===== src/rtl/dqb_pkg.sv =====
`timescale 1ns / 1ps

package dqb_pkg;

    localparam logic [7:0] DOT_CHAR = 8'h2E;
    localparam int HDR_LEN  = 12;
    localparam int TAIL_LEN = 5;

    typedef enum logic [2:0] {
        ST_IDLE,
        ST_HDR,
        ST_LEN,
        ST_CHAR,
        ST_TAIL
    } state_t;

    typedef enum logic [1:0] {
        SRC_HDR,
        SRC_LEN,
        SRC_CHAR,
        SRC_TAIL
    } src_t;

    // controller to datapath
    typedef struct packed {
        logic accept;
        logic load_out;
        src_t src;
        logic ram_re;
        logic clear_label;
        logic run_end;
        logic packet_end;
    } cmd_t;

    // datapath to controller
    typedef struct packed {
        logic in_valid;
        logic first;
        logic in_flush;
        logic out_free;
        logic flush;
        logic tail;
        logic count_zero;
        logic last_char;
    } sts_t;

    // header: id low, id high, flags 0x0100, qdcount 1, other counts 0
    function automatic logic [7:0] hdr_byte(input logic [3:0] idx, input logic [15:0] id);
        logic [7:0] b;
        begin
            case (idx)
                4'd0:    b = id[7:0];
                4'd1:    b = id[15:8];
                4'd2:    b = 8'h01;
                4'd5:    b = 8'h01;
                default: b = 8'h00;
            endcase
            return b;
        end
    endfunction

    // root terminator, type A, class IN
    function automatic logic [7:0] tail_byte(input logic [2:0] idx);
        logic [7:0] b;
        begin
            case (idx)
                3'd2:    b = 8'h01;
                3'd4:    b = 8'h01;
                default: b = 8'h00;
            endcase
            return b;
        end
    endfunction

endpackage


===== src/rtl/dqb_ram.sv =====
`timescale 1ns / 1ps

module dqb_ram #(
    parameter int WIDTH = 8,
    parameter int DEPTH = 32,
    parameter int AW    = (DEPTH > 1) ? $clog2(DEPTH) : 1
) (
    input  logic             clk,
    input  logic             we,
    input  logic [AW-1:0]    waddr,
    input  logic [WIDTH-1:0] wdata,
    input  logic             re,
    input  logic [AW-1:0]    raddr,
    output logic [WIDTH-1:0] rdata
);

    logic [WIDTH-1:0] mem_reg [DEPTH];
    logic [WIDTH-1:0] rdata_reg;

    always_ff @(posedge clk)
    begin
        if (we)
        begin
            mem_reg[waddr] <= wdata;
        end
        if (re)
        begin
            rdata_reg <= mem_reg[raddr];
        end
    end

    assign rdata = rdata_reg;

endmodule


===== src/rtl/dqb_ctrl.sv =====
`timescale 1ns / 1ps

module dqb_ctrl
    import dqb_pkg::*;
#(
    parameter int IW = 6
) (
    input  logic          clk,
    input  logic          rst_n,
    input  sts_t          sts,
    output cmd_t          cmd,
    output logic [IW-1:0] idx
);

    state_t        state_reg, state_next;
    logic [IW-1:0] idx_reg, idx_next;

    logic hdr_done;
    logic tail_done;

    assign hdr_done  = (idx_reg == IW'(HDR_LEN - 1));
    assign tail_done = (idx_reg == IW'(TAIL_LEN - 1));

    // next state
    always_comb
    begin
        state_next = state_reg;
        unique case (state_reg)
            ST_IDLE:
            begin
                if (sts.in_valid)
                begin
                    if (sts.first)
                        state_next = ST_HDR;
                    else if (sts.in_flush)
                        state_next = ST_LEN;
                end
            end
            ST_HDR:
            begin
                if (sts.out_free && hdr_done)
                    state_next = sts.flush ? ST_LEN : ST_IDLE;
            end
            ST_LEN:
            begin
                if (sts.out_free)
                begin
                    if (!sts.count_zero)
                        state_next = ST_CHAR;
                    else
                        state_next = sts.tail ? ST_TAIL : ST_IDLE;
                end
            end
            ST_CHAR:
            begin
                if (sts.out_free && sts.last_char)
                    state_next = sts.tail ? ST_TAIL : ST_IDLE;
            end
            ST_TAIL:
            begin
                if (sts.out_free && tail_done)
                    state_next = ST_IDLE;
            end
            default: state_next = ST_IDLE;
        endcase
    end

    // outputs
    always_comb
    begin
        cmd = '0;
        cmd.src = SRC_HDR;
        unique case (state_reg)
            ST_IDLE:
            begin
                cmd.accept = 1'b1;
            end
            ST_HDR:
            begin
                cmd.load_out = sts.out_free;
                cmd.src      = SRC_HDR;
                cmd.run_end  = hdr_done && !sts.flush;
            end
            ST_LEN:
            begin
                cmd.load_out    = sts.out_free;
                cmd.src         = SRC_LEN;
                cmd.ram_re      = sts.out_free && !sts.count_zero;
                cmd.clear_label = sts.out_free && sts.count_zero;
                cmd.run_end     = sts.count_zero && !sts.tail;
            end
            ST_CHAR:
            begin
                cmd.load_out    = sts.out_free;
                cmd.src         = SRC_CHAR;
                cmd.ram_re      = sts.out_free && !sts.last_char;
                cmd.clear_label = sts.out_free && sts.last_char;
                cmd.run_end     = sts.last_char && !sts.tail;
            end
            ST_TAIL:
            begin
                cmd.load_out   = sts.out_free;
                cmd.src        = SRC_TAIL;
                cmd.run_end    = tail_done;
                cmd.packet_end = tail_done;
            end
            default: cmd = '0;
        endcase
    end

    // byte index within the current section
    always_comb
    begin
        idx_next = idx_reg;
        if (cmd.load_out)
        begin
            if (state_next != state_reg)
                idx_next = '0;
            else
                idx_next = idx_reg + 1'b1;
        end
    end

    always_ff @(posedge clk or negedge rst_n)
    begin
        if (!rst_n)
        begin
            state_reg <= ST_IDLE;
            idx_reg   <= '0;
        end
        else
        begin
            state_reg <= state_next;
            idx_reg   <= idx_next;
        end
    end

    assign idx = idx_reg;

endmodule


===== src/rtl/dqb_dp.sv =====
`timescale 1ns / 1ps

module dqb_dp
    import dqb_pkg::*;
#(
    parameter int MAX_LABEL = 32,
    parameter int IW        = 6
) (
    input  logic          clk,
    input  logic          rst_n,
    input  logic          in_valid,
    input  logic [7:0]    in_char,
    input  logic [15:0]   in_id,
    input  logic          in_last,
    input  cmd_t          cmd,
    input  logic [IW-1:0] idx,
    output sts_t          sts,
    input  logic          out_ready,
    output logic          out_valid,
    output logic [7:0]    out_byte,
    output logic          out_run_end,
    output logic          out_packet_end,
    output logic          out_overflow
);

    localparam int CW = $clog2(MAX_LABEL + 1);
    localparam int AW = (MAX_LABEL > 1) ? $clog2(MAX_LABEL) : 1;

    logic [CW-1:0] count_reg, count_next;
    logic          ovf_reg, ovf_next;
    logic          in_name_reg, in_name_next;
    logic          flush_reg, tail_reg;
    logic [15:0]   id_reg;

    logic          out_valid_reg, out_valid_next;
    logic [7:0]    out_byte_reg;
    logic          run_end_reg, packet_end_reg, out_ovf_reg;

    logic          accept;
    logic          in_dot;
    logic          full;
    logic [CW-1:0] base_count;
    logic          base_ovf;
    logic          ram_we;
    logic [AW-1:0] ram_raddr;
    logic [7:0]    ram_rdata;
    logic [7:0]    byte_mux;
    logic          ovf_mux;

    assign accept     = cmd.accept && in_valid;
    assign in_dot     = (in_char == DOT_CHAR);
    // a new name starts with an empty label
    assign base_count = in_name_reg ? count_reg : '0;
    assign base_ovf   = in_name_reg ? ovf_reg : 1'b0;
    assign full       = (base_count >= CW'(MAX_LABEL));
    assign ram_we     = accept && !in_dot && !full;
    assign ram_raddr  = (cmd.src == SRC_LEN) ? '0 : AW'(idx + 1'b1);

    dqb_ram #(
        .WIDTH (8),
        .DEPTH (MAX_LABEL),
        .AW    (AW)
    ) u_store (
        .clk   (clk),
        .we    (ram_we),
        .waddr (AW'(base_count)),
        .wdata (in_char),
        .re    (cmd.ram_re),
        .raddr (ram_raddr),
        .rdata (ram_rdata)
    );

    always_comb
    begin
        count_next   = count_reg;
        ovf_next     = ovf_reg;
        in_name_next = in_name_reg;
        if (accept)
        begin
            in_name_next = !in_last;
            count_next   = base_count;
            ovf_next     = base_ovf;
            if (!in_dot)
            begin
                if (full)
                    ovf_next = 1'b1;
                else
                    count_next = base_count + 1'b1;
            end
        end
        else if (cmd.clear_label)
        begin
            count_next = '0;
            ovf_next   = 1'b0;
        end
    end

    always_comb
    begin
        case (cmd.src)
            SRC_HDR:  byte_mux = hdr_byte(idx[3:0], id_reg);
            SRC_LEN:  byte_mux = 8'(count_reg);
            SRC_CHAR: byte_mux = ram_rdata;
            SRC_TAIL: byte_mux = tail_byte(idx[2:0]);
            default:  byte_mux = 8'h00;
        endcase
        ovf_mux = ovf_reg && (cmd.src == SRC_LEN || cmd.src == SRC_CHAR);
    end

    always_comb
    begin
        out_valid_next = out_valid_reg;
        if (cmd.load_out)
            out_valid_next = 1'b1;
        else if (out_ready)
            out_valid_next = 1'b0;
    end

    always_ff @(posedge clk or negedge rst_n)
    begin
        if (!rst_n)
        begin
            count_reg     <= '0;
            ovf_reg       <= 1'b0;
            in_name_reg   <= 1'b0;
            flush_reg     <= 1'b0;
            tail_reg      <= 1'b0;
            out_valid_reg <= 1'b0;
        end
        else
        begin
            count_reg     <= count_next;
            ovf_reg       <= ovf_next;
            in_name_reg   <= in_name_next;
            out_valid_reg <= out_valid_next;
            if (accept)
            begin
                flush_reg <= in_dot || in_last;
                tail_reg  <= in_last;
            end
        end
    end

    always_ff @(posedge clk)
    begin
        if (accept)
        begin
            id_reg <= in_id;
        end
        if (cmd.load_out)
        begin
            out_byte_reg   <= byte_mux;
            run_end_reg    <= cmd.run_end;
            packet_end_reg <= cmd.packet_end;
            out_ovf_reg    <= ovf_mux;
        end
    end

    assign sts.in_valid   = in_valid;
    assign sts.first      = !in_name_reg;
    assign sts.in_flush   = in_dot || in_last;
    assign sts.out_free   = !out_valid_reg || out_ready;
    assign sts.flush      = flush_reg;
    assign sts.tail       = tail_reg;
    assign sts.count_zero = (count_reg == '0);
    assign sts.last_char  = (({1'b0, idx} + 1'b1) == (IW + 1)'(count_reg));

    assign out_valid      = out_valid_reg;
    assign out_byte       = out_byte_reg;
    assign out_run_end    = run_end_reg;
    assign out_packet_end = packet_end_reg;
    assign out_overflow   = out_ovf_reg;

    a_count_bound: assert property (@(posedge clk) disable iff (!rst_n)
        count_reg <= CW'(MAX_LABEL))
        else $error("label count beyond store capacity");

    a_pkt_end_run_end: assert property (@(posedge clk) disable iff (!rst_n)
        out_valid_reg && packet_end_reg |-> run_end_reg)
        else $error("packet end without run end");

    a_ovf_label_only: assert property (@(posedge clk) disable iff (!rst_n)
        cmd.load_out && (cmd.src == SRC_HDR || cmd.src == SRC_TAIL) |=> !out_ovf_reg)
        else $error("overflow flag on a header or tail byte");

endmodule


===== src/rtl/dns_query_builder.sv =====
`timescale 1ns / 1ps

// channel | dir | tdata                                    | tlast      | tuser
// s_axis  | in  | [7:0] name_char, [23:8] query_id          | name_end   | -
// m_axis  | out | [7:0] out_byte, [8] run_end, [15:9] zero  | packet_end | label_overflow
//
// a character that gives no byte is taken and the block stays idle; a character that gives
// bytes is taken, then loads them while the sink takes them: 12 header bytes on the first
// character, 1 + label length bytes per flushed label, 5 closing bytes after the last one.
// the label store read is issued one byte ahead of the single output register that it feeds.
// no new character is taken until the bytes it causes are all in the output register.
// rst_n is asynchronous; the label store has no clearing pass, only its fill count resets.
// a stalled sink holds the output word and the whole sequence behind it.

module dns_query_builder
    import dqb_pkg::*;
#(
    parameter int MAX_LABEL = 32
) (
    input  logic        clk,
    input  logic        rst_n,

    input  logic        s_axis_tvalid,
    output logic        s_axis_tready,
    input  logic [23:0] s_axis_tdata,   // name_char, query_id
    input  logic        s_axis_tlast,   // name_end

    output logic        m_axis_tvalid,
    input  logic        m_axis_tready,
    output logic [15:0] m_axis_tdata,   // out_byte, run_end, zero fill
    output logic        m_axis_tlast,   // packet_end
    output logic        m_axis_tuser    // label_overflow
);

    // index covers the header count and the longest label
    localparam int CW = $clog2(MAX_LABEL + 1);
    localparam int IW = (CW > 4) ? CW : 4;

    cmd_t          cmd;
    sts_t          sts;
    logic [IW-1:0] idx;
    logic [7:0]    out_byte;
    logic          run_end;

    dqb_ctrl #(
        .IW (IW)
    ) u_ctrl (
        .clk   (clk),
        .rst_n (rst_n),
        .sts   (sts),
        .cmd   (cmd),
        .idx   (idx)
    );

    dqb_dp #(
        .MAX_LABEL (MAX_LABEL),
        .IW        (IW)
    ) u_dp (
        .clk            (clk),
        .rst_n          (rst_n),
        .in_valid       (s_axis_tvalid),
        .in_char        (s_axis_tdata[7:0]),
        .in_id          (s_axis_tdata[23:8]),
        .in_last        (s_axis_tlast),
        .cmd            (cmd),
        .idx            (idx),
        .sts            (sts),
        .out_ready      (m_axis_tready),
        .out_valid      (m_axis_tvalid),
        .out_byte       (out_byte),
        .out_run_end    (run_end),
        .out_packet_end (m_axis_tlast),
        .out_overflow   (m_axis_tuser)
    );

    // the controller takes a character only from its idle state
    assign s_axis_tready = cmd.accept;
    assign m_axis_tdata  = {7'b0, run_end, out_byte};

endmodule


===== config.mk =====
export PLATFORM = sky130hd
export DESIGN_NAME = dns_query_builder
export DESIGN_NICKNAME = d
export VERILOG_FILES = /design/src/rtl/dqb_pkg.sv /design/src/rtl/dqb_ram.sv /design/src/rtl/dqb_ctrl.sv /design/src/rtl/dqb_dp.sv /design/src/rtl/dns_query_builder.sv
export SDC_FILE = /design/constraint.sdc
export NUM_CORES = 1
export LEC_CHECK = 0
export BUFFER_PORTS_ARGS = -buffer_cell sky130_fd_sc_hd__clkbuf_2
export CORE_ASPECT_RATIO = 1.2
export CORE_MARGIN = 2
export CORE_UTILIZATION = 40
export CTS_CLUSTER_SIZE = 30
export DETAILED_ROUTE_END_ITERATION = 8
export SYNTH_ARGS = -nofsm -noshare
export SYNTH_HDL_FRONTEND = slang
export SYNTH_SLANG_ARGS = --single-unit

===== constraint.sdc =====
create_clock -name clk -period 3.9 [get_ports clk]
set_clock_uncertainty 0.1 [all_clocks]
set_input_delay 0.78 -clock clk [delete_from_list [all_inputs] [get_ports clk]]
set_output_delay 0.78 -clock clk [all_outputs]
set_load 0.01 [all_outputs]

# After elaboration in Yosys (flattened, before gate mapping)
# Memory sizes are Yosys's and may differ from the RTL's. A register that Yosys moved wholly into a read port is not among the register bits.
# Cells that the tools add are included.
# totals
input_bits	29
word_cells	101
memories	1
ff_bits	47
ram_bits	256
# mem_list
memory	words	width	read_ports	rd_clocked_by_memory_dff	wr	line_no	rtl
u_dp.u_store.mem_reg	32	8	1	1	1	dqb_ram.sv:17	logic [WIDTH-1:0] mem_reg [DEPTH];
# classes
n_addsub	3
magnitude_cmp	1
muxes	34
eq_ne	17
n_reduce_logical	32
# ops
cell	count
two-way mux 6 bit	6
case mux 8 bit (4 select lines)	1
two-way mux 3 bit	9
case mux 8 bit (3 select lines)	1
case mux 3 bit (5 select lines)	1
logical AND 1 bit	13
adder 6 x 1 -> 6 bit, second input constant	2
case mux 3 bit (4 select lines)	1
two-way mux 1 bit	11
== test 3 x 2 -> 1 bit, second input constant	3
== test 8 x 6 -> 1 bit, second input constant	1
zero test 1 bit	8
adder 6 x 1 -> 7 bit, second input constant	1
== test 7 x 6 -> 1 bit	1
== test 3 bit, second input constant	2
== test 6 x 3 -> 1 bit, second input constant	1
== test 6 x 4 -> 1 bit, second input constant	1
>= comparator 6 bit, second input constant	1
zero test 6 bit	1
two-way mux 5 bit	1
== test 2 bit, second input constant	2
== test 4 x 1 -> 1 bit, second input constant	1
== test 4 x 2 -> 1 bit, second input constant	1
== test 4 x 3 -> 1 bit, second input constant	1
12 further kinds	16

# Longest topological paths before layout
# Gate-level depths: netlist of the first run.
# depth
word_depth	8
ltp_mapped	14

# Hierarchy
# Synthesis of the first run repeated with hierarchy kept, for this count alone.
# hier_totals
cells_unflattened	694
area_unflattened_um2	13041.3
# modules_own_cells
mod	instances	seq_area_each_um2	cells_per_inst	area_each_um2
dqb_ram	1	7927.6	417	10133.5
dqb_dp	1	1086.0	171	2000.7
dqb_ctrl	1	225.2	97	843.3
dns_query_builder	1	0.0	9	63.8

# Least setup slack after synthesis of the first run
# No wires, ideal clock.
# synth_path
kind	register -> register
startpoint	register u_ctrl.idx_reg[0] (netlist: u_ctrl.idx[0])
endpoint	register u_ctrl.idx_reg[4] (netlist: u_ctrl.idx[4])
stages_incl_launch_ff	13
setup_time_ns	0.126
arrival_time_ns	2.818
required_ns	3.674
setup_slack_ns	0.856
period_less_slack_ns	3.044
cell_sequence	dfrtp_1 buf_4 clkinv_1 clkbuf_1 ha_1 clkbuf_1 xor2_1 a211oi_1 o221a_2 nand4_1 o21bai_4 nand2_2 a221o_1
# synth_between
elab_chain_cells	7
word_cells_on_any_way	14
# synth_rtl
item	line_no	rtl
start: declaration	dqb_ctrl.sv:16	logic [IW-1:0] idx_reg, idx_next;
start signal: assignment	dqb_ctrl.sv:134	idx_reg <= idx_next;
adder 6 x 1 -> 7 bit	dqb_dp.sv:166	assign sts.last_char = (({1'b0, idx} + 1'b1) == (IW + 1)'(count_reg));
== test 7 x 6 -> 1 bit	dqb_dp.sv:166	
logical AND 1 bit	dqb_ctrl.sv:56	if (sts.out_free && sts.last_char)
two-way mux 3 bit	dqb_ctrl.sv:56	
case mux 3 bit (5 select lines)	dqb_ctrl.sv:28	unique case (state_reg)
!= test 3 bit	dqb_ctrl.sv:117	if (state_next != state_reg)
two-way mux 6 bit (*)	dqb_ctrl.sv:117	
# Every way passes the cells marked *; elsewhere a longest branch is shown, timed or not.
# A chain may end at the register's enable or synchronous reset.

# Worst setup path after layout of the first run
# layout_path
startpoint	register u_ctrl.state_reg[1]
endpoint	register u_dp.u_store.rdata_reg[6] (netlist: u_dp.u_store.rdata[6]) (read register of u_dp.u_store.mem_reg), data pin
# layout_between
elab_chain_cells	4
word_cells_on_any_way	8
# layout_rtl
item	line_no	rtl
start: declaration	dqb_ctrl.sv:15	state_t state_reg, state_next;
start signal: assignment	dqb_ctrl.sv:133	state_reg <= state_next;
== test 3 bit (tied with other cells)	dqb_ctrl.sv:73	unique case (state_reg)
case mux 3 bit (4 select lines)	dqb_ctrl.sv:73	
== test 2 x 1 -> 1 bit	dqb_dp.sv:57	assign ram_raddr = (cmd.src == SRC_LEN) ? '0 : AW'(idx + 1'b1);
two-way mux 5 bit	dqb_dp.sv:57	
end: declaration	dqb_ram.sv:18	logic [WIDTH-1:0] rdata_reg;
# Several ways; a longest one is shown, not always the timed one.

==> impl_metrics.py, run 1 <==
metrics = {
    "run_status": {
        "status": "complete, no violations",
    },
    "synth": {
        "ys_seq_area_frac": 0.711,
        "syn_area_sq_mm": 0.0130,
        "postSynthAreaPerCell_sq_um": 15.8,
        "yosys_most_used_dff": "edfxtp_1",
        "ys_top_cells_by_count": "edfxtp_1 (291), nor2_1 (65), nand2_1 (59)",
        "yosys.area.top_type": "edfxtp_1",
        "syn_inst": 823,
        "yosys_warnings": 0,
        "postSynth.asyncResetShare": 0.0643,
        "synth_edf_count": 291,
        "yosys_register_bits": 311,
        "yosysMostFrequentCell": "edfxtp_1",
        "synthDistinctLibCells": 67,
        "synth_top_area_frac": 0.672,
        "synth_area_leaders": "edfxtp_1 (67%), mux4_2 (6.9%), dfrtp_1 (3.9%)",
    },
    "routing": {
        "first_pass_iters": 7,
        "drt.antenna.violating_nets": 0,
        "vias": 7288,
        "avgViaCountPerCell": 5.59,
        "routed_wl_um": 30000,
        "drtIter0Drc": 579,
        "remaining_drc_errors": 0,
        "wl_per_cell_um": 23.0,
    },
    "cells_and_area": {
        "largest_reg_flops": 256,
        "drive_gt1_frac": 0.195,
        "utilization": 0.456,
        "stdcell_count": 1303,
        "layout.nets": 916,
        "diodes": 0,
        "syn2layout_area_growth_pct": 12.8,
    },
    "setup_path": {
        "path_max_fanout": 37,
        "r2r_start": "u_ctrl.state_reg[1]",
        "end_kind": "flop",
        "crit_required_ns": 4.09,
        "critical_path_class": "reg -> reg",
        "cp-start-kind": "flop",
        "critPathArrivalTime_ns": 3.84,
        "crit_start": "u_ctrl.state_reg[1]",
    },
    "global_route": {
        "grt_pass1_vias": 7437,
        "grt_pass1_wl_um": 45500,
        "grt-ovfl-total": 0,
        "grt.total_usage": 0.177,
        "grt_antenna_before_repair": 0,
        "grt_max_degree": 49,
    },
    "sta": {
        "worst_pin_slew_ns": 1.06,
        "rsz0062_at_grt": "no",
        "setup_viol": 0,
        "finalWorstSetupSlack_ns": 0.248,
        "min_period_over_period": 0.936,
        "hold_violations": 0,
        "relSlewSlack": 0.294,
        "setup_tns_ns": 0,
        "min_period_ns": 3.65,
        "hold_slack_ns": 0.0901,
        "drv_slew": 0,
        "max_clock_freq_ghz": 0.274,
    },
    "power": {
        "p_switching_mw": 3.26,
        "p_comb_frac": 0.325,
        "irDropWorstVdd_v": 0.000378,
        "internal_power_mw": 6.80,
        "p_clk_frac": 0.273,
        "power_density_mw_per_mm2": 686,
        "seqPwrFrac": 0.402,
        "cellLeakagePower_nw": 4.85,
        "p_sw_frac": 0.324,
    },
    "hold_path": {
        "min_path_type": "in -> async",
    },
    "placement": {
        "hpwlAfterDp_um": 19700,
        "placed_cells": 1249,
        "post-place-ws_ns": 0.282,
        "portBuffers": 41,
        "place.gp.congestion": 0.820,
    },
    "flow_run": {
        "maxCapViolCount": 0,
    },
    "cts": {
        "clk_latency_ns": 0.57,
        "htreeDepth": 1,
        "clk_pin_slew_ns": 0.06,
        "cts_resized": 0,
        "cts_tree": "yes",
        "cts_sinks": 311,
        "cts_hold_buf": 0,
        "clk_path_buf_depth": 3,
        "cts_post_setup_buffers_inserted": 0,
        "cts-root-buf": "clkbuf_16",
        "cts_made_buffers": 30,
    },
    "floorplanning": {
        "num_io_pins": 49,
        "row_count": 72,
        "core_area_sq_mm": 0.0322,
        "die_y_um": 201,
        "die_x_um": 169,
        "dieArea_sq_mm": 0.0340,
        "start_util": 0.404,
    },
}
power groups by stage:
stage	Clock [mW]	Combinational (mW)	Sequential [mW]
after floorplan	0	2.30	4.09
after global placement	0	3.27	4.11
after detailed placement	0	3.28	4.11
after CTS	2.79	3.30	4.04
after global routing	2.92	3.57	4.06
final	2.75	3.27	4.04
final timing paths:
check                                         to  slack (ns)  cells after the start
min in group clk                  u_dp.id_reg[2]        0.28                      1
hold reg to reg                 u_dp.in_name_reg        0.46                      2
setup reg to reg           u_dp.u_store.rdata[6]        0.25                      9
setup / recovery           u_dp.u_store.rdata[6]        0.25                      9
max in group asynchronous          u_ctrl.idx[3]        3.24                      1
hold / removal                 u_dp.count_reg[4]        0.09                      1
routing by layer:
metal	share of wire	GRT usage
met5	0	0
met4	0.018	0.0376
met3	0.055	0.0254
met2	0.50	0.304
met1	0.43	0.242
worst max-delay path: stages, from the launching register on:
cell and delay, ns:
dfrtp_1 0.50, or2b_1 0.28, a21o_1 0.19, inv_1 0.08, ha_1 0.18, or2_4 0.58
mux4_2 0.60, mux2_2 0.28, o211ai_1 0.40, o31ai_1 0.17
final cells by class:
class                           count  area [sq um]
Inverter                           13          48.8
Clock buffer                       35           769
Tap cell                          407           509
Clock inverter                     19           164
Sequential cell                   311          9240
Fill cell                        2781         17500
Multi-Input combinational cell    446          3470
Timing Repair Buffer               72           463
logic make-up after synthesis:
logic type / after synthesis / share of synthesized area
AOI/OAI and AO/OA: 175 / 0.0949
xor gates and xnor gates: 9 / 0.00606
adders and majority gates: 13 / 0.0125
buffers and inverters: 72 / 0.0264
DFF: 311 / 0.711
muxes: 58 / 0.0841
other: 1 / 0.000288
and+or+nand+nor: 184 / 0.0650
layout by cell type, fill, tap and decap left out, types with 4 or more instances in the layout:
cell	instances
a21oi_1	33
a22o_1	4
a22oi_1	13
a31oi_1	10
and3_1	5
buf_4	29
clkbuf_1	5
clkbuf_16	30
clkbuf_2	41
clkinv_1	11
clkinv_2	5
conb_1	7
dfrtp_1	20
edfxtp_1	291
ha_1	13
inv_1	11
mux2_2	10
mux2i_1	8
mux4_2	40
nand2_1	59
nand2b_1	5
nand3_1	10
nand4_1	4
nor2_1	65
nor2b_1	9
nor3_1	4
o211ai_1	9
o21ai_0	28
o221ai_1	25
o22a_1	8
o22ai_1	14
o31ai_1	10
or3_1	4
xnor2_1	5
stage by stage:
stage | total power, mW | area [sq um]
floorplan | 6.39 | 13000
global placement | 7.38 | 13700
detailed placement | 7.39 | 13700
CTS | 10.1 | 14700
global route | 10.5 | 14700
finish | 10.1 | 14700
(Power assumes the default switching activity.)
==> run 2: changes to the inputs <==
CORE_ASPECT_RATIO = default   (was 1.2)
==> run 2 against run 1 <==
Net effect:
- final area rose by 1.3%
- sequential cell count is the same
- combinational power grew 2%
- count of clock-buffer cells in the layout grew 8
- total power is 4.2% higher
- fmax is 2.6% higher
- first-iteration DRC count rose by 37%
- largest power group unchanged
- highest routed layer unchanged
==> impl_metrics.py, run 2 (synthesis gave the netlist of run 1 again) <==
metrics = {
    "power": {
        "p_total_mw": 10.5,
        "power_density_mw_per_mm2": 706,
        "cellLeakagePower_nw": 4.93,
        "irDropWorstVdd_v": 0.000372,
    },
    "routing": {
        "drt.antenna.violating_nets": 0,
        "remaining_drc_errors": 0,
        "first_pass_iters": 5,
        "wl_per_cell_um": 22.6,
        "avgViaCountPerCell": 5.50,
        "vias": 7375,
        "routed_wl_um": 30300,
        "drtIter0Drc": 796,
    },
    "global_route": {
        "grt-ovfl-total": 0,
        "grt_pass1_vias": 7433,
        "grt.total_usage": 0.182,
        "grt_antenna_before_repair": 0,
        "grt_pass1_wl_um": 46000,
        "grt_max_degree": 49,
    },
    "cells_and_area": {
        "final_cell_mix": "edfxtp_1 (291), nor2_1 (65), nand2_1 (59)",
        "diodes": 0,
        "drive_gt1_frac": 0.202,
        "syn2layout_area_growth_pct": 14.3,
        "layout_commonest_cell": "edfxtp_1",
        "layout.nets": 920,
        "largest_reg_flops": 256,
        "finalInstanceArea_sq_mm": 0.0149,
        "nFillCells": 2784,
    },
    "floorplanning": {
        "dieArea_sq_mm": 0.0340,
        "row_count": 66,
        "die_x_um": 184,
        "start_util": 0.403,
        "die_y_um": 184,
        "num_io_pins": 49,
        "core_area_sq_mm": 0.0323,
    },
    "placement": {
        "dpl_cell_area_sq_mm": 0.0138,
        "hpwlAfterDp_um": 19600,
        "portBuffers": 41,
        "place.gp.congestion": 0.841,
    },
    "cts": {
        "clk_path_buf_depth": 3,
        "cts_resized": 0,
        "clk_latency_ns": 0.51,
        "cts_post_setup_buffers_inserted": 0,
        "cts-root-buf": "clkbuf_16",
        "cts_tree": "yes",
        "cts_sinks": 311,
        "htreeDepth": 2,
        "cts_made_buffers": 34,
        "cts_hold_buf": 0,
        "clk_pin_slew_ns": 0.06,
    },
    "sta": {
        "max_clock_freq_ghz": 0.281,
        "setup_viol": 0,
        "rsz0062_at_grt": "no",
        "relSlewSlack": 0.410,
        "hold_slack_ns": 0.154,
        "drv_slew": 0,
        "hold_violations": 0,
        "min_period_ns": 3.56,
        "setup_tns_ns": 0,
        "min_period_over_period": 0.912,
        "worst_pin_slew_ns": 0.882,
    },
    "setup_path": {
        "worst-path-buf-inv": 2,
        "cp-start-kind": "flop",
        "crit_required_ns": 4.04,
        "path_cells": "or2b_1 > a21o_1 > inv_1 > ha_1 > or2_4 > buf_12 > mux4_2 > mux2_2 > o211ai_1 > o31ai_1",
        "critical_path_class": "reg -> reg",
        "cpPeakStageDelay_ns": 0.58,
        "path_delay_family": "simple AND/OR/NAND/NOR gates",
        "r2r_start": "u_ctrl.state_reg[2]",
        "critPathArrivalTime_ns": 3.70,
        "path_max_fanout": 34,
        "end_kind": "flop",
        "crit_start": "u_ctrl.state_reg[2]",
        "critPathSlowestCell": "or2_4",
    },
    "hold_path": {
        "min_path_type": "in -> async",
    },
    "run_status": {
        "status": "complete, no violations",
    },
    "flow_run": {
        "maxCapViolCount": 0,
    },
}
==> run 2: layout make-up <==
type / instances / area (sq um) / area share
clock buffer: 43 / 906 / 0.0610
multi-input combinational: 446 / 3470 / 0.234
tap: 442 / 553 / 0.0372
clock inverter: 15 / 155 / 0.0104
timing repair buffer: 72 / 475 / 0.0320
inverter: 13 / 48.8 / 0.00329
sequential: 311 / 9240 / 0.622
==> run 2: worst paths after layout <==
path / slack (ns) / depth (start not counted) / to
max in group asynchronous: 3.18 / 1 / u_dp.count_reg[5]
min reg2reg: 0.45 / 2 / u_dp.tail_reg
min: 0.15 / 1 / u_dp.out_valid
min in group clk: 0.35 / 1 / u_dp.id_reg[2]
max reg2reg: 0.34 / 10 / u_dp.u_store.rdata[4]
max: 0.34 / 10 / u_dp.u_store.rdata[4]
==> run 2: power by group <==
| group | switching (mW) | internal [mW] |
|---|---|---|
| Combinational | 1.99 | 1.34 |
| Clock | 1.24 | 1.84 |
| Sequential | 0.145 | 3.92 |
| Total | 3.38 | 7.11 |
==> run 2: metrics by stage <==
stage	worst slack, ns	utilization	instances
2_1_floorplan	0.856	-	829
3_3_place_gp	0.325	0.427	1284
3_5_place_dp	0.308	0.427	1284
4_1_cts	0.293	0.460	1342
5_1_grt	0.135	0.460	1342
6_report	0.342	0.460	1342
==> run 2: metal layers <==
layer  part of all wire  global-route usage  routed length, um
met1               0.44               0.257              13400
met2               0.47               0.293              14300
met5                  0                   0                  0
met3              0.063              0.0324               1920
met4              0.020              0.0454                616
==> run 2: worst reg2reg max path, cell delays in order (launching register included) <==
cell	delay, ns
dfrtp_1	0.49
or2b_1	0.28
a21o_1	0.19
inv_1	0.08
ha_1	0.16
or2_4	0.58
buf_12	0.25
mux4_2	0.52
mux2_2	0.29
o211ai_1	0.25
o31ai_1	0.11
==> run 3: changes to the inputs <==
SYNTH_HIERARCHICAL = 1   (was default)
==> run 3 against run 2 <==
Net effect:
- synthesized cell count down 16%
- non-clock buffer count grew 35
- global-route usage decreased by 0.56 points
- combinational power rose by 31%
- total power up 13%
- register-to-register slack lost 0.14 ns
- clock power up 6.8%
- count of clock-buffer cells in the layout fell by 3
- critical path depth up 1
==> impl_metrics.py, run 3 <==
metrics = {
    "setup_path": {
        "critPathSlowestCell": "mux4_2",
        "r2r_start": "u_ctrl/state_reg[2]",
        "ff2ff_path_depth": 11,
        "path_max_fanout": 12,
        "critPathArrivalTime_ns": 3.85,
        "cp-start-kind": "flop",
        "worst-path-buf-inv": 4,
        "r2r_slack_ns": 0.20,
        "path_delay_family": "multiplexers",
        "critical_path_class": "reg -> reg",
        "critical_path_depth": 11,
        "cpPeakStageDelay_ns": 0.55,
        "endpoint": "u_dp/u_store/rdata[2]",
        "end_kind": "flop",
        "path_cells": "inv_2 > or3_4 > o21ai_0 > inv_1 > ha_1 > nor2_4 > buf_12 > buf_12 > mux4_2 > mux4_2 > mux2_2",
        "crit_start": "u_ctrl/state_reg[2]",
        "crit_required_ns": 4.06,
        "r2r-end": "u_dp/u_store/rdata[2]",
    },
    "global_route": {
        "grt_pass1_wl_um": 44200,
        "grt_max_degree": 33,
        "grt_pass1_vias": 7109,
        "grt.total_usage": 0.176,
        "grt-ovfl-total": 0,
        "grt_antenna_before_repair": 0,
    },
    "cts": {
        "cts_sinks": 311,
        "cts_hold_buf": 0,
        "cts-root-buf": "clkbuf_16",
        "clk_pin_slew_ns": 0.06,
        "clk_path_buf_depth": 3,
        "clk_latency_ns": 0.50,
        "cts_made_buffers": 34,
        "cts_resized": 0,
        "cts_tree": "yes",
        "htreeDepth": 2,
        "cts_post_setup_buffers_inserted": 0,
    },
    "floorplanning": {
        "start_util": 0.404,
        "core_area_sq_mm": 0.0323,
        "die_y_um": 185,
        "die_x_um": 185,
        "dieArea_sq_mm": 0.0341,
        "row_count": 66,
        "num_io_pins": 49,
    },
    "cells_and_area": {
        "syn2layout_area_growth_pct": 17.5,
        "largest_reg_flops": 256,
        "final_cell_mix": "edfxtp_1 (291), mux4_2 (80), buf_4 (59)",
        "layout_commonest_cell": "edfxtp_1",
        "layout.nets": 840,
        "drive_gt1_frac": 0.334,
        "diodes": 0,
        "stdcell_count": 1265,
    },
    "synth": {
        "yosys_most_used_dff": "edfxtp_1",
        "yosys.area.top_type": "edfxtp_1",
        "syn_inst": 694,
        "synth_area_leaders": "edfxtp_1 (67%), mux4_2 (14%), dfrtp_1 (3.8%)",
        "yosys_register_bits": 311,
        "syn_area_sq_mm": 0.0130,
        "yosys_warnings": 6,
        "postSynth.asyncResetShare": 0.0643,
        "synthDistinctLibCells": 73,
        "yosysMostFrequentCell": "edfxtp_1",
        "ys_seq_area_frac": 0.708,
        "synth_edf_count": 291,
        "ys_top_cells_by_count": "edfxtp_1 (291), mux4_2 (80), nor2_1 (50)",
        "postSynthAreaPerCell_sq_um": 18.8,
        "synth_top_area_frac": 0.670,
    },
    "run_status": {
        "status": "complete, no violations",
    },
    "sta": {
        "setup_viol": 0,
        "rsz0062_at_grt": "no",
        "relSlewSlack": 0.564,
        "setup_tns_ns": 0,
        "drv_slew": 0,
        "max_clock_freq_ghz": 0.270,
        "min_period_ns": 3.70,
        "min_period_over_period": 0.948,
        "worst_pin_slew_ns": 0.649,
        "hold_violations": 0,
    },
    "routing": {
        "avgViaCountPerCell": 5.47,
        "remaining_drc_errors": 0,
        "routed_wl_um": 29300,
        "first_pass_iters": 5,
        "drt.antenna.violating_nets": 0,
        "drtIter0Drc": 896,
        "wl_per_cell_um": 23.1,
        "vias": 6915,
    },
    "hold_path": {
        "min_path_type": "in -> async",
    },
    "power": {
        "cellLeakagePower_nw": 5.17,
        "irDropWorstVdd_v": 0.000315,
        "power_density_mw_per_mm2": 774,
        "p_total_mw": 11.9,
    },
    "placement": {
        "hpwlAfterDp_um": 19900,
        "portBuffers": 41,
        "placed_cells": 1205,
        "place.gp.congestion": 0.900,
    },
    "flow_run": {
        "maxCapViolCount": 0,
    },
}
==> run 3: per-layer routing <==
| layer | wire length (um) | global-route usage |
|---|---|---|
| met4 | 774 | 0.0557 |
| met2 | 13900 | 0.279 |
| met5 | 0 | 0 |
| met3 | 1860 | 0.0318 |
| met1 | 12700 | 0.248 |
==> run 3: how the worst min path moves through the flow <==
stage / from / end / slack [ns] / cells after the start
floorplan: u_dp/tail_reg / u_dp/tail_reg / 0.35 / 2
global placement: u_dp/ovf_reg / u_dp/ovf_reg / 0.38 / 1
detailed placement: u_dp/ovf_reg / u_dp/ovf_reg / 0.38 / 1
CTS: rst_n / u_ctrl/idx[3] / 0.18 / 1
global route: rst_n / u_ctrl/state_reg[0] / 0.20 / 1
finish: rst_n / u_ctrl/idx[0] / 0.17 / 1
==> run 3: cell type report <==
type	instances	area, sq um
clock inverters	20	254
clock buffers	40	895
inverters	17	63.8
multi-input cells	328	3530
flip-flops and latches	311	9240
repair buffers	107	788
well taps	442	553
fillers	2687	17000
==> run 3: power by group <==
| part | switching [mW] | leakage (nW) | total (mW) | internal (mW) |
|---|---|---|---|---|
| Combinational | 2.18 | 1.73 | 4.35 | 2.17 |
| Clock | 1.26 | 0.560 | 3.30 | 2.04 |
| Sequential | 0.208 | 2.89 | 4.21 | 4.00 |
==> run 3: logic make-up (layout without fill, tap and decap cells) <==
| logic type | after synthesis | after routing | share of synthesized area |
|---|---|---|---|
| simple gates | 137 | 137 | 0.0563 |
| fa+ha+maj | 12 | 12 | 0.0115 |
| xor+xnor | 9 | 9 | 0.00662 |
| compound gates | 70 | 70 | 0.0423 |
| flops | 311 | 311 | 0.708 |
| other cells | 1 | 7 | 0.000288 |
| mux | 93 | 93 | 0.150 |
| buf+inv | 61 | 184 | 0.0243 |
==> run 3: metrics by stage <==
stage / util / hold WS (ns) / cell area, sq um / worst slack, ns
finish: 0.474 / 0.165 / 15300 / 0.203
global placement: 0.439 / 0.381 / 14200 / 0.214
floorplan: - / 0.347 / 13100 / 0.181
CTS: 0.474 / 0.178 / 15300 / 0.180
detailed placement: 0.439 / 0.382 / 14200 / 0.182
global route: 0.474 / 0.196 / 15300 / 0.0131
==> run 3: worst register-to-register path, stage by stage (launching register included) <==
cell,delay (ns)
dfrtp_1,0.44
inv_2,0.08
or3_4,0.41
o21ai_0,0.12
inv_1,0.11
ha_1,0.28
nor2_4,0.16
buf_12,0.18
buf_12,0.19
mux4_2,0.55
mux4_2,0.55
mux2_2,0.30
